## src/rtl/core/qdr_pkg.sv

```systemverilog
// ----------------------------------------------------------------------------
// qdr_pkg
// Shared types, constants, CORDIC arctangent table and the multiply program
// of the quaternion dead-reckoning unit.
// ----------------------------------------------------------------------------
package qdr_pkg;

  localparam int CORDIC_STEPS_DEF = 24;
  localparam logic [23:0] TIME_STEP_RESET = 24'd167772;

  localparam int DIGIT_W  = 4;
  localparam int OPND_W   = 32;
  localparam int DIGITS   = OPND_W / DIGIT_W;
  localparam int DCNT_W   = $clog2(DIGITS);
  localparam int CORD_W   = 34;

  localparam logic signed [63:0] Q30_ONE     = 64'sd1073741824;
  localparam logic signed [63:0] PI_Q28      = 64'sd843314857;
  localparam logic signed [63:0] HALF_PI_Q28 = 64'sd421657428;
  localparam logic signed [CORD_W-1:0] CORDIC_GAIN = 34'sd652032874;

  localparam int PROG_LEN = 43;
  localparam int OP_W     = $clog2(PROG_LEN);

  typedef enum logic [5:0] {
    S_RATEX, S_RATEY, S_RATEZ, S_SPD, S_TS,
    S_PW, S_PX, S_PY, S_PZ,
    S_SX, S_CX, S_SY, S_CY, S_SZ, S_CZ,
    S_AW, S_AX, S_AY, S_AZ,
    S_BW, S_BX, S_BY, S_BZ,
    S_QW, S_QX, S_QY, S_QZ,
    S_R0, S_R1, S_R2,
    S_V0, S_V1, S_V2
  } slot_t;

  localparam int NSLOT = 33;

  typedef enum logic [1:0] {RND30, RND25, RND24} rnd_t;

  typedef enum logic [2:0] {FIN_SAT, FIN_DBL, FIN_ONEM, FIN_POS, FIN_HALF} fin_t;

  typedef enum logic [3:0] {
    ST_IDLE, ST_LOAD, ST_FETCH, ST_ISSUE, ST_MUL, ST_FIN,
    ST_CORD, ST_SIN, ST_COS, ST_COPY, ST_DONE
  } state_t;

  typedef struct packed {
    slot_t       a;
    slot_t       b;
    logic        neg;
    rnd_t        rnd;
    logic        first;
    logic        last;
    fin_t        fin;
    slot_t       dest;
    logic [1:0]  pidx;
  } op_t;

  function automatic logic [31:0] atan_val(input logic [4:0] k);
    logic [31:0] r;
    unique case (k)
      5'd0:  r = 32'h3243F6A8;
      5'd1:  r = 32'h1DAC6705;
      5'd2:  r = 32'h0FADBAFC;
      5'd3:  r = 32'h07F56EA6;
      5'd4:  r = 32'h03FEAB76;
      5'd5:  r = 32'h01FFD55B;
      5'd6:  r = 32'h00FFFAAA;
      5'd7:  r = 32'h007FFF55;
      5'd8:  r = 32'h003FFFEA;
      5'd9:  r = 32'h001FFFFD;
      5'd10: r = 32'h000FFFFF;
      5'd11: r = 32'h0007FFFF;
      5'd12: r = 32'h0003FFFF;
      5'd13: r = 32'h0001FFFF;
      5'd14: r = 32'h0000FFFF;
      5'd15: r = 32'h00007FFF;
      5'd16: r = 32'h00003FFF;
      5'd17: r = 32'h00001FFF;
      5'd18: r = 32'h00000FFF;
      5'd19: r = 32'h000007FF;
      5'd20: r = 32'h000003FF;
      5'd21: r = 32'h000001FF;
      5'd22: r = 32'h000000FF;
      5'd23: r = 32'h0000007F;
      5'd24: r = 32'h0000003F;
      5'd25: r = 32'h0000001F;
      5'd26: r = 32'h0000000F;
      5'd27: r = 32'h00000008;
      5'd28: r = 32'h00000004;
      5'd29: r = 32'h00000002;
      5'd30: r = 32'h00000001;
      default: r = 32'h00000000;
    endcase
    return r;
  endfunction

  function automatic logic signed [31:0] sat32(input logic signed [63:0] v);
    logic signed [31:0] r;
    if (v > 64'sd2147483647) r = 32'sh7FFFFFFF;
    else if (v < -64'sd2147483648) r = 32'sh80000000;
    else r = v[31:0];
    return r;
  endfunction

  function automatic logic signed [47:0] sat48(input logic signed [63:0] v);
    logic signed [47:0] r;
    if (v > 64'sd140737488355327) r = 48'sh7FFFFFFFFFFF;
    else if (v < -64'sd140737488355328) r = 48'sh800000000000;
    else r = v[47:0];
    return r;
  endfunction

  function automatic logic signed [63:0] round_q(input logic signed [63:0] p,
                                                 input rnd_t c);
    logic signed [63:0] r;
    unique case (c)
      RND30:   r = (p + 64'sd536870912) >>> 30;
      RND25:   r = (p + 64'sd16777216) >>> 25;
      RND24:   r = (p + 64'sd8388608) >>> 24;
      default: r = (p + 64'sd536870912) >>> 30;
    endcase
    return r;
  endfunction

  function automatic op_t mk(input slot_t a, input slot_t b, input logic neg,
                             input rnd_t rnd, input logic first, input logic last,
                             input fin_t fin, input slot_t dest,
                             input logic [1:0] pidx);
    op_t o;
    o.a = a; o.b = b; o.neg = neg; o.rnd = rnd; o.first = first; o.last = last;
    o.fin = fin; o.dest = dest; o.pidx = pidx;
    return o;
  endfunction

  // multiply program: half angles, step quaternion, orientation, rotation,
  // velocity, position
  function automatic op_t prog(input logic [OP_W-1:0] i);
    op_t o;
    unique case (i)
      6'd0:  o = mk(S_RATEX, S_TS, 1'b0, RND25, 1'b1, 1'b1, FIN_HALF, S_SX, 2'd0);
      6'd1:  o = mk(S_RATEY, S_TS, 1'b0, RND25, 1'b1, 1'b1, FIN_HALF, S_SY, 2'd0);
      6'd2:  o = mk(S_RATEZ, S_TS, 1'b0, RND25, 1'b1, 1'b1, FIN_HALF, S_SZ, 2'd0);
      6'd3:  o = mk(S_CX, S_CY, 1'b0, RND30, 1'b1, 1'b1, FIN_SAT, S_AW, 2'd0);
      6'd4:  o = mk(S_SX, S_CY, 1'b0, RND30, 1'b1, 1'b1, FIN_SAT, S_AX, 2'd0);
      6'd5:  o = mk(S_CX, S_SY, 1'b0, RND30, 1'b1, 1'b1, FIN_SAT, S_AY, 2'd0);
      6'd6:  o = mk(S_SX, S_SY, 1'b0, RND30, 1'b1, 1'b1, FIN_SAT, S_AZ, 2'd0);
      6'd7:  o = mk(S_AW, S_CZ, 1'b0, RND30, 1'b1, 1'b0, FIN_SAT, S_BW, 2'd0);
      6'd8:  o = mk(S_AZ, S_SZ, 1'b1, RND30, 1'b0, 1'b1, FIN_SAT, S_BW, 2'd0);
      6'd9:  o = mk(S_AX, S_CZ, 1'b0, RND30, 1'b1, 1'b0, FIN_SAT, S_BX, 2'd0);
      6'd10: o = mk(S_AY, S_SZ, 1'b0, RND30, 1'b0, 1'b1, FIN_SAT, S_BX, 2'd0);
      6'd11: o = mk(S_AY, S_CZ, 1'b0, RND30, 1'b1, 1'b0, FIN_SAT, S_BY, 2'd0);
      6'd12: o = mk(S_AX, S_SZ, 1'b1, RND30, 1'b0, 1'b1, FIN_SAT, S_BY, 2'd0);
      6'd13: o = mk(S_AZ, S_CZ, 1'b0, RND30, 1'b1, 1'b0, FIN_SAT, S_BZ, 2'd0);
      6'd14: o = mk(S_AW, S_SZ, 1'b0, RND30, 1'b0, 1'b1, FIN_SAT, S_BZ, 2'd0);
      6'd15: o = mk(S_PW, S_BW, 1'b0, RND30, 1'b1, 1'b0, FIN_SAT, S_QW, 2'd0);
      6'd16: o = mk(S_PX, S_BX, 1'b1, RND30, 1'b0, 1'b0, FIN_SAT, S_QW, 2'd0);
      6'd17: o = mk(S_PY, S_BY, 1'b1, RND30, 1'b0, 1'b0, FIN_SAT, S_QW, 2'd0);
      6'd18: o = mk(S_PZ, S_BZ, 1'b1, RND30, 1'b0, 1'b1, FIN_SAT, S_QW, 2'd0);
      6'd19: o = mk(S_PW, S_BX, 1'b0, RND30, 1'b1, 1'b0, FIN_SAT, S_QX, 2'd0);
      6'd20: o = mk(S_PX, S_BW, 1'b0, RND30, 1'b0, 1'b0, FIN_SAT, S_QX, 2'd0);
      6'd21: o = mk(S_PY, S_BZ, 1'b0, RND30, 1'b0, 1'b0, FIN_SAT, S_QX, 2'd0);
      6'd22: o = mk(S_PZ, S_BY, 1'b1, RND30, 1'b0, 1'b1, FIN_SAT, S_QX, 2'd0);
      6'd23: o = mk(S_PW, S_BY, 1'b0, RND30, 1'b1, 1'b0, FIN_SAT, S_QY, 2'd0);
      6'd24: o = mk(S_PX, S_BZ, 1'b1, RND30, 1'b0, 1'b0, FIN_SAT, S_QY, 2'd0);
      6'd25: o = mk(S_PY, S_BW, 1'b0, RND30, 1'b0, 1'b0, FIN_SAT, S_QY, 2'd0);
      6'd26: o = mk(S_PZ, S_BX, 1'b0, RND30, 1'b0, 1'b1, FIN_SAT, S_QY, 2'd0);
      6'd27: o = mk(S_PW, S_BZ, 1'b0, RND30, 1'b1, 1'b0, FIN_SAT, S_QZ, 2'd0);
      6'd28: o = mk(S_PX, S_BY, 1'b0, RND30, 1'b0, 1'b0, FIN_SAT, S_QZ, 2'd0);
      6'd29: o = mk(S_PY, S_BX, 1'b1, RND30, 1'b0, 1'b0, FIN_SAT, S_QZ, 2'd0);
      6'd30: o = mk(S_PZ, S_BW, 1'b0, RND30, 1'b0, 1'b1, FIN_SAT, S_QZ, 2'd0);
      6'd31: o = mk(S_QY, S_QY, 1'b0, RND30, 1'b1, 1'b0, FIN_ONEM, S_R0, 2'd0);
      6'd32: o = mk(S_QZ, S_QZ, 1'b0, RND30, 1'b0, 1'b1, FIN_ONEM, S_R0, 2'd0);
      6'd33: o = mk(S_QX, S_QY, 1'b0, RND30, 1'b1, 1'b0, FIN_DBL, S_R1, 2'd0);
      6'd34: o = mk(S_QW, S_QZ, 1'b0, RND30, 1'b0, 1'b1, FIN_DBL, S_R1, 2'd0);
      6'd35: o = mk(S_QX, S_QZ, 1'b0, RND30, 1'b1, 1'b0, FIN_DBL, S_R2, 2'd0);
      6'd36: o = mk(S_QW, S_QY, 1'b1, RND30, 1'b0, 1'b1, FIN_DBL, S_R2, 2'd0);
      6'd37: o = mk(S_SPD, S_R0, 1'b0, RND30, 1'b1, 1'b1, FIN_SAT, S_V0, 2'd0);
      6'd38: o = mk(S_SPD, S_R1, 1'b0, RND30, 1'b1, 1'b1, FIN_SAT, S_V1, 2'd0);
      6'd39: o = mk(S_SPD, S_R2, 1'b0, RND30, 1'b1, 1'b1, FIN_SAT, S_V2, 2'd0);
      6'd40: o = mk(S_V0, S_TS, 1'b0, RND24, 1'b1, 1'b1, FIN_POS, S_V0, 2'd0);
      6'd41: o = mk(S_V1, S_TS, 1'b0, RND24, 1'b1, 1'b1, FIN_POS, S_V1, 2'd1);
      6'd42: o = mk(S_V2, S_TS, 1'b0, RND24, 1'b1, 1'b1, FIN_POS, S_V2, 2'd2);
      default: o = mk(S_V2, S_TS, 1'b0, RND24, 1'b1, 1'b1, FIN_POS, S_V2, 2'd2);
    endcase
    return o;
  endfunction

endpackage

```

## src/rtl/core/qdr_mul.sv

```systemverilog
// ----------------------------------------------------------------------------
// qdr_mul
// Digit-serial signed 32x32 multiplier, one 4-bit digit of the multiplier
// per cycle, least significant first; product low half shifts out serially.
// ----------------------------------------------------------------------------
module qdr_mul (
  input  logic                 clk,
  input  logic                 rst,
  input  logic                 start,
  input  logic signed [31:0]   a,
  input  logic signed [31:0]   b,
  output logic                 done,
  output logic signed [63:0]   product
);
  import qdr_pkg::*;

  logic signed [OPND_W-1:0]   mcand;
  logic [OPND_W-1:0]          mplier;
  logic signed [OPND_W+4:0]   hi;
  logic [OPND_W-1:0]          lo;
  logic [DCNT_W-1:0]          cnt;
  logic                       busy;
  logic                       last_dig;
  logic signed [DIGIT_W:0]    dig;
  logic signed [OPND_W+4:0]   term;
  logic signed [OPND_W+4:0]   sum;

  assign last_dig = (cnt == DCNT_W'(DIGITS - 1));
  assign dig  = last_dig ? $signed({mplier[DIGIT_W-1], mplier[DIGIT_W-1:0]})
                         : $signed({1'b0, mplier[DIGIT_W-1:0]});
  assign term = (OPND_W+5)'(mcand * dig);
  assign sum  = hi + term;
  assign product = {hi[OPND_W-1:0], lo};

  always_ff @(posedge clk) begin
    if (rst) begin
      busy <= 1'b0;
      done <= 1'b0;
      cnt  <= '0;
    end else begin
      done <= 1'b0;
      if (start) begin
        mcand  <= a;
        mplier <= b;
        hi     <= '0;
        cnt    <= '0;
        busy   <= 1'b1;
      end else if (busy) begin
        hi     <= sum >>> DIGIT_W;
        lo     <= {sum[DIGIT_W-1:0], lo[OPND_W-1:DIGIT_W]};
        mplier <= mplier >> DIGIT_W;
        cnt    <= cnt + 1'b1;
        if (last_dig) begin
          busy <= 1'b0;
          done <= 1'b1;
        end
      end
    end
  end

endmodule

```

## src/rtl/core/qdr_cordic.sv

```systemverilog
// ----------------------------------------------------------------------------
// qdr_cordic
// Iterative rotation-mode CORDIC, one micro-rotation per cycle, giving sine
// and cosine of a Q4.30 angle.
// ----------------------------------------------------------------------------
module qdr_cordic #(
  parameter int STEPS = qdr_pkg::CORDIC_STEPS_DEF
) (
  input  logic                              clk,
  input  logic                              rst,
  input  logic                              start,
  input  logic signed [qdr_pkg::CORD_W-1:0] angle,
  output logic                              done,
  output logic signed [qdr_pkg::CORD_W-1:0] sin_out,
  output logic signed [qdr_pkg::CORD_W-1:0] cos_out
);
  import qdr_pkg::*;

  localparam int CNT_W = ($clog2(STEPS + 1) > 5) ? $clog2(STEPS + 1) : 5;

  logic signed [CORD_W-1:0] x, y, z;
  logic signed [CORD_W-1:0] dx, dy, at;
  logic [CNT_W-1:0]         cnt;
  logic [4:0]               k;
  logic                     busy;

  assign k  = cnt[4:0];
  assign dx = y >>> k;
  assign dy = x >>> k;
  assign at = $signed({2'b00, atan_val(k)});
  assign sin_out = y;
  assign cos_out = x;

  always_ff @(posedge clk) begin
    if (rst) begin
      busy <= 1'b0;
      done <= 1'b0;
      cnt  <= '0;
    end else begin
      done <= 1'b0;
      if (start) begin
        x    <= CORDIC_GAIN;
        y    <= '0;
        z    <= angle;
        cnt  <= '0;
        busy <= 1'b1;
      end else if (busy) begin
        if (!z[CORD_W-1]) begin
          x <= x - dx;
          y <= y + dy;
          z <= z - at;
        end else begin
          x <= x + dx;
          y <= y - dy;
          z <= z + at;
        end
        cnt <= cnt + 1'b1;
        if (cnt == CNT_W'(STEPS - 1)) begin
          busy <= 1'b0;
          done <= 1'b1;
        end
      end
    end
  end

endmodule

```

## src/rtl/core/quaternion_dead_reckoning_unit.sv

```systemverilog
// ----------------------------------------------------------------------------
// quaternion_dead_reckoning_unit
// Quaternion dead-reckoning integrator: one tick in, one pose word out.
// ----------------------------------------------------------------------------
// Input channel (in_valid/in_ready) takes one tick word: start flag, three
// body rates and forward speed. Output channel (out_valid/out_ready) gives
// position, orientation and world velocity of that tick.
// time_step is written through cfg_wr_en/cfg_wr_data; the user must do so
// only while the unit is idle, as the unit itself does not enforce it.
// A tick runs through a fixed program of 43 products on one 4-bit
// digit-serial multiplier (operand fetch, issue, multiply and finish each)
// and three CORDIC runs, each followed by a sine and a cosine write.
// One tick is in work at a time.
// The finished word sits in an output register, so the next tick is taken
// while the receiver stalls; the unit only waits if a second result is ready
// before the first is taken.
// Reset gives identity orientation, zero position and the default time step;
// start_run does the same for orientation and position at its tick.
// ----------------------------------------------------------------------------
module quaternion_dead_reckoning_unit #(
  parameter int CORDIC_STEPS = qdr_pkg::CORDIC_STEPS_DEF
) (
  input  logic               clk,
  input  logic               rst,
  input  logic               cfg_wr_en,
  input  logic [23:0]        cfg_wr_data,
  input  logic               in_valid,
  output logic               in_ready,
  input  logic               start_run,
  input  logic signed [31:0] rate_x,
  input  logic signed [31:0] rate_y,
  input  logic signed [31:0] rate_z,
  input  logic signed [31:0] speed,
  output logic               out_valid,
  input  logic               out_ready,
  output logic signed [47:0] pos_x,
  output logic signed [47:0] pos_y,
  output logic signed [47:0] pos_z,
  output logic signed [31:0] quat_w,
  output logic signed [31:0] quat_x,
  output logic signed [31:0] quat_y,
  output logic signed [31:0] quat_z,
  output logic signed [31:0] vel_x,
  output logic signed [31:0] vel_y,
  output logic signed [31:0] vel_z
);
  import qdr_pkg::*;

  state_t state, state_next;

  logic [23:0]        time_step;
  logic               lat_start;
  logic               pose_clear;
  logic signed [31:0] lat_rx, lat_ry, lat_rz, lat_spd;
  logic [3:0]         ld_cnt;
  logic [OP_W-1:0]    op;
  logic [1:0]         cp_cnt;
  logic signed [63:0] acc;
  logic               neg;
  logic signed [47:0] pos [3];
  logic signed [31:0] work_quat [4];
  logic signed [31:0] work_vel [3];

  logic [31:0]        mem [NSLOT];
  logic signed [31:0] rd_a, rd_b;
  logic               mem_we;
  slot_t              mem_waddr;
  logic [31:0]        mem_wdata;

  logic               mul_start, mul_done;
  logic signed [63:0] product;
  logic               cord_start, cord_done;
  logic signed [CORD_W-1:0] cord_sin, cord_cos, cord_angle;

  op_t                e;
  logic signed [63:0] rnd, term, acc_sum, hf, pos_sum;
  logic               fold;
  logic signed [31:0] fin_val;
  logic signed [CORD_W-1:0] sin_fix, cos_fix;
  logic               out_take;
  logic               out_load;

  qdr_mul u_mul (
    .clk(clk), .rst(rst), .start(mul_start), .a(rd_a), .b(rd_b),
    .done(mul_done), .product(product)
  );

  qdr_cordic #(.STEPS(CORDIC_STEPS)) u_cordic (
    .clk(clk), .rst(rst), .start(cord_start), .angle(cord_angle),
    .done(cord_done), .sin_out(cord_sin), .cos_out(cord_cos)
  );

  // datapath of the finish step
  always_comb begin
    e       = prog(op);
    rnd     = round_q(product, e.rnd);
    term    = e.neg ? -rnd : rnd;
    acc_sum = (e.first ? 64'sd0 : acc) + term;
    fold    = 1'b0;
    hf      = rnd;
    if (rnd > HALF_PI_Q28) begin
      hf   = rnd - PI_Q28;
      fold = 1'b1;
    end else if (rnd < -HALF_PI_Q28) begin
      hf   = rnd + PI_Q28;
      fold = 1'b1;
    end
    cord_angle = CORD_W'(hf <<< 2);
    pos_sum    = 64'(pos[e.pidx]) + acc_sum;
    unique case (e.fin)
      FIN_DBL:  fin_val = sat32(acc_sum <<< 1);
      FIN_ONEM: fin_val = sat32(Q30_ONE - (acc_sum <<< 1));
      default:  fin_val = sat32(acc_sum);
    endcase
    sin_fix  = neg ? -cord_sin : cord_sin;
    cos_fix  = neg ? -cord_cos : cord_cos;
    out_take = out_valid && out_ready;
    out_load = (state == ST_DONE) && (!out_valid || out_ready);
  end

  // next state
  always_comb begin
    state_next = state;
    unique case (state)
      ST_IDLE:  if (in_valid) state_next = ST_LOAD;
      ST_LOAD:  if (ld_cnt == 4'd8) state_next = ST_FETCH;
      ST_FETCH: state_next = ST_ISSUE;
      ST_ISSUE: state_next = ST_MUL;
      ST_MUL:   if (mul_done) state_next = ST_FIN;
      ST_FIN: begin
        if (e.fin == FIN_HALF) state_next = ST_CORD;
        else if (op == OP_W'(PROG_LEN - 1)) state_next = ST_COPY;
        else state_next = ST_FETCH;
      end
      ST_CORD:  if (cord_done) state_next = ST_SIN;
      ST_SIN:   state_next = ST_COS;
      ST_COS:   state_next = ST_FETCH;
      ST_COPY:  if (cp_cnt == 2'd3) state_next = ST_DONE;
      ST_DONE:  if (!out_valid || out_ready) state_next = ST_IDLE;
      default:  state_next = ST_IDLE;
    endcase
  end

  // control outputs and store write port
  always_comb begin
    in_ready   = 1'b0;
    mul_start  = 1'b0;
    cord_start = 1'b0;
    mem_we     = 1'b0;
    mem_waddr  = S_TS;
    mem_wdata  = '0;
    unique case (state)
      ST_IDLE:  in_ready = 1'b1;
      ST_LOAD: begin
        mem_we = 1'b1;
        unique case (ld_cnt)
          4'd0: begin mem_waddr = S_RATEX; mem_wdata = lat_rx;  end
          4'd1: begin mem_waddr = S_RATEY; mem_wdata = lat_ry;  end
          4'd2: begin mem_waddr = S_RATEZ; mem_wdata = lat_rz;  end
          4'd3: begin mem_waddr = S_SPD;   mem_wdata = lat_spd; end
          4'd4: begin mem_waddr = S_TS;    mem_wdata = {8'd0, time_step}; end
          4'd5: begin
            mem_we = lat_start; mem_waddr = S_PW; mem_wdata = Q30_ONE[31:0];
          end
          4'd6: begin mem_we = lat_start; mem_waddr = S_PX; end
          4'd7: begin mem_we = lat_start; mem_waddr = S_PY; end
          default: begin mem_we = lat_start; mem_waddr = S_PZ; end
        endcase
      end
      ST_ISSUE: mul_start = 1'b1;
      ST_FIN: begin
        cord_start = (e.fin == FIN_HALF);
        mem_we     = e.last && (e.fin != FIN_HALF) && (e.fin != FIN_POS);
        mem_waddr  = e.dest;
        mem_wdata  = fin_val;
      end
      ST_SIN: begin
        mem_we = 1'b1; mem_waddr = e.dest; mem_wdata = sin_fix[31:0];
      end
      ST_COS: begin
        mem_we = 1'b1; mem_waddr = slot_t'(e.dest + 6'd1); mem_wdata = cos_fix[31:0];
      end
      ST_COPY: begin
        mem_we    = 1'b1;
        mem_waddr = slot_t'(S_PW + {4'd0, cp_cnt});
        mem_wdata = work_quat[cp_cnt];
      end
      default: ;
    endcase
  end

  always_ff @(posedge clk) begin
    if (mem_we) mem[mem_waddr] <= mem_wdata;
    if (state == ST_FETCH) begin
      rd_a <= mem[e.a];
      rd_b <= mem[e.b];
    end
  end

  always_ff @(posedge clk) begin
    if (rst) begin
      state      <= ST_IDLE;
      time_step  <= TIME_STEP_RESET;
      out_valid  <= 1'b0;
      pose_clear <= 1'b1;
      ld_cnt     <= '0;
      op         <= '0;
      cp_cnt     <= '0;
      pos[0]     <= '0;
      pos[1]     <= '0;
      pos[2]     <= '0;
    end else begin
      state <= state_next;
      if (cfg_wr_en) time_step <= cfg_wr_data;
      out_valid <= out_load || (out_valid && !out_take);
      unique case (state)
        ST_IDLE: begin
          if (in_valid) begin
            lat_start  <= start_run || pose_clear;
            pose_clear <= 1'b0;
            lat_rx     <= rate_x;
            lat_ry     <= rate_y;
            lat_rz     <= rate_z;
            lat_spd    <= speed;
            ld_cnt     <= '0;
            op         <= '0;
            if (start_run) begin
              pos[0] <= '0;
              pos[1] <= '0;
              pos[2] <= '0;
            end
          end
        end
        ST_LOAD: ld_cnt <= ld_cnt + 1'b1;
        ST_FIN: begin
          acc <= acc_sum;
          if (e.fin == FIN_HALF) neg <= fold;
          else op <= op + 1'b1;
          if (e.fin == FIN_POS) pos[e.pidx] <= sat48(pos_sum);
          if (e.last) begin
            unique case (e.dest)
              S_QW: work_quat[0] <= fin_val;
              S_QX: work_quat[1] <= fin_val;
              S_QY: work_quat[2] <= fin_val;
              S_QZ: work_quat[3] <= fin_val;
              S_V0: if (e.fin != FIN_POS) work_vel[0] <= fin_val;
              S_V1: if (e.fin != FIN_POS) work_vel[1] <= fin_val;
              S_V2: if (e.fin != FIN_POS) work_vel[2] <= fin_val;
              default: ;
            endcase
          end
          cp_cnt <= '0;
        end
        ST_COS:  op <= op + 1'b1;
        ST_COPY: cp_cnt <= cp_cnt + 1'b1;
        ST_DONE: begin
          if (out_load) begin
            pos_x  <= pos[0];
            pos_y  <= pos[1];
            pos_z  <= pos[2];
            quat_w <= work_quat[0];
            quat_x <= work_quat[1];
            quat_y <= work_quat[2];
            quat_z <= work_quat[3];
            vel_x  <= work_vel[0];
            vel_y  <= work_vel[1];
            vel_z  <= work_vel[2];
          end
        end
        default: ;
      endcase
    end
  end

endmodule
```

## config.mk

```make
export PLATFORM = sky130hd
export DESIGN_NAME = quaternion_dead_reckoning_unit
export DESIGN_NICKNAME = d
export VERILOG_FILES = /design/src/rtl/core/qdr_pkg.sv /design/src/rtl/core/qdr_mul.sv /design/src/rtl/core/qdr_cordic.sv /design/src/rtl/core/quaternion_dead_reckoning_unit.sv
export SDC_FILE = /design/constraint.sdc
export NUM_CORES = 2
export LEC_CHECK = 0
export BUFFER_PORTS_ARGS = -buffer_cell sky130_fd_sc_hd__buf_2
export CAP_MARGIN = 20
export CORE_ASPECT_RATIO = 0.8
export CORE_MARGIN = 4
export CORE_UTILIZATION = 55
export CTS_BUF_LIST = sky130_fd_sc_hd__clkbuf_4
export DETAILED_ROUTE_END_ITERATION = 10
export HOLD_SLACK_MARGIN = 0.12
export PLACE_DENSITY = 0.72
export SYNTH_ARGS = -nofsm -noshare
export SYNTH_HDL_FRONTEND = slang
export SYNTH_MEMORY_MAX_BITS = 65536
export SYNTH_SLANG_ARGS = --single-unit
```

## constraint.sdc

```tcl
create_clock -name clk -period 35.1 [get_ports clk]
set_input_delay 3.51 -clock clk [delete_from_list [all_inputs] [get_ports clk]]
set_output_delay 3.51 -clock clk [all_outputs]
set_load 0.01 [all_outputs]
```

==> metrics.txt <==
status finished, final reports clean; Post-Syn Instances 9,766; max-slew headroom at the worst pin a little under a tenth; largest net degree at the start of global routing 98; initial antenna violation count 43; CP max stage delay 900 ps; fin crit period 13,890 ps; GRT Overall Usage 34.6%; FF+latch count, synth 2,417; CTS Buffer Depth 4; number of buffers added on ports about 530; # H-tree levels 6; final hold violations 0; antenna-violating nets left 0; chip height between 400 and 500 µm; initial DRC count 13.5k; slowest stage cell, crit path a21bo_4; sequential area share after synthesis 54.6%; actual slew at the worst max-slew pin 1350 ps; Crit Path Category reg -> reg; final wirelength 433 mm; Reg2Reg Depth 45; Sinks on Clock Net around 2.4k; EDFF count, synth 2,306; VDD IR-drop max 41.5 µV; Core Footprint approximately 0.24 mm²; syn avg cell area about 13 µm²; Hold Path Depth 0; met1 usage 49.3%; Netlist cell types 115; Num CTS Buffers 596; io pins between 500 and 600; routability cong. 1.03; final net count 11.2k; via count 95.0k; row count 159; detailed-route DRC error count 0; fin crit share 39.6%; DR WL/cell 30.6 µm; vias per inst 6.72; pwr dens 54.8 mW/mm²; Crit path depth 45; grt peak-use layer met2; Initial Utilization 55.5%; pre-CTS setup slack roughly 22,000 ps; CP max FO 97; post_cts resized 0; Design Power 7.98 mW; CTS tree yes; CP bufs+invs 8; fmax roughly 72 MHz; final setup vio count 0; ys async rst share 0%; Final HPWL DP 293 mm; placed insts 13.1k; max cap viols 0; layout cells sized above 1 approximately 25%; post-CTS setup buffers 0; max-slew violations 0; first-pass GRT wire length ~630 mm; worst setup margin around 21,000 ps; Finished Layout Cells 14.1k; syn_nets 10.4k; grt total ovfl 0; die width 553 µm; met2 usage about half; CP delay by family, top simple AND/OR/NAND/NOR gates; die area 0.246 mm²; Clock Latency Late Sink 1340 ps; Synth Cell Area 0.131 mm²; Req. time, crit path 36,030 ps; YS warnings 0; crit path DAT 14,820 ps; CTS clk-pin slew, worst paths 70 ps; Fillers 17.9k; leakage power total 51.1 nW; hold_ws 357 ps; dominant cell type by count on the critical path nand2_1; CTS root buf clkbuf_4; TNS Setup 0 ps; RSZ-0062 raised after global routing false; router iterations before antenna repair 8; vias in the first global route 91.7k; ys flop type edfxtp_1; hold buffer count at CTS 0; skew final 155 ps; CP endpoint kind flip-flop; Hold Crit Class reg -> reg; CP Launch Type flip-flop; M3 GR Usage 11.7%; area growth from synthesis to layout 11.3%
per-stage QoR:
stage	area, µm²	utilization (%)
6_report	146000	61.8
5_1_grt	146000	61.8
4_1_cts	145000	61.5
3_5_place_dp	138000	58.4
3_3_place_gp	137000	58.3
2_1_floorplan	131000	-
cell type report:
cell class / instances / area (µm²) / share of cell area [%]
antenna: 29 / 72.6 / 0.0498
clock buffer: 838 / 6290 / 4.32
timing repair buffer: 766 / 4780 / 3.28
clock inverter: 183 / 1210 / 0.830
sequential: 2417 / 71500 / 49.1
tap: 3139 / 3930 / 2.70
multi-input combinational: 6483 / 56700 / 39.0
inverter: 290 / 1090 / 0.747
sequential cells by signal (all words and copies together) (netlist names), 33 cells and up, named ones only:
signal and count:
work_vel 96, work_quat 128, acc 64, pos 192, u_cordic.cos_out 34, u_cordic.z 34
pos_x 48, pos_z 48, pos_y 48, u_cordic.sin_out 34, mem 1056, u_mul.hi 33
cell usage after synthesis (78+ instances only):
cell type  instances  area, µm²
nand2_1          797       2990
ha_1             346       4330
dfxtp_1          111       2220
xnor2_1          312       2730
inv_1            283       1060
nor2b_1          135        845
edfxtp_1        2306      69200
xor2_1           204       1790
nand3_1          116        581
a21o_1           121        908
nor3_1           177        886
buf_1             91        342
and2_1           136        851
a211oi_1          81        608
mux2i_1           97        971
nor2_1           547       2050
nand4_1           83        519
and3_1            82        513
o21ai_0          410       2050
a31oi_1           99        619
nand2b_1          78        488
mux4_2           773      17400
a21oi_1          661       3310
fa_1             136       2720
clkbuf_1         433       1630
routing by layer:
metal,routed length [µm],up-vias
met5,126,-
met4,17500,18
met3,64200,897
met2,186000,6914
met1,165000,47200
li1,-,39900
worst paths after layout:
path / startpoint / endpoint / slack, ps
setup / recovery: e[13]$_SDFF_PP0_ / pos[1][12]$_SDFFCE_PN0P_ / 21210
setup reg to reg: e[13]$_SDFF_PP0_ / pos[1][12]$_SDFFCE_PN0P_ / 21210
hold / removal: work_vel[0][68]$_DFFE_PP_ / vel_z[4]$_DFFE_PP_ / 360
hold reg to reg: work_vel[0][68]$_DFFE_PP_ / vel_z[4]$_DFFE_PP_ / 360
cell usage in the layout (no fill, tap or decap), types with 121 or more instances in the layout:
cell type,instances
ha_1,346
fa_1,136
o21ai_0,409
mux4_2,773
nor3_1,176
nand2_1,790
a21o_1,121
xor2_1,204
edfxtp_1,2306
nor2_1,499
xnor2_1,312
buf_2,527
a21oi_1,660
clkinv_1,123
inv_1,281
clkbuf_4,840
and2_1,133
buf_4,206
nor2b_1,135
kinds of logic (layout without fill, tap and decap cells):
logic type                 Yosys count  in the layout  synth area share, %
muxes                              924            924                 14.5
adders and majority gates          482            482                 5.39
buffers and inverters              866           2077                 2.60
xor gates and xnor gates           520            520                 3.50
other                                0             29                    0
DFF                               2417           2417                 54.6
AOI/OAI and AO/OA                 2066           2066                 10.0
and+or+nand+nor                   2491           2491                 9.32
report_power, final:
group	internal [mW]	switching [mW]	leakage [nW]
clock network	1.21	1.16	4.41
logic	0.688	1.26	24.5
registers	3.54	0.118	22.2
No activity file was read; power rests on OpenSTA's default activity.
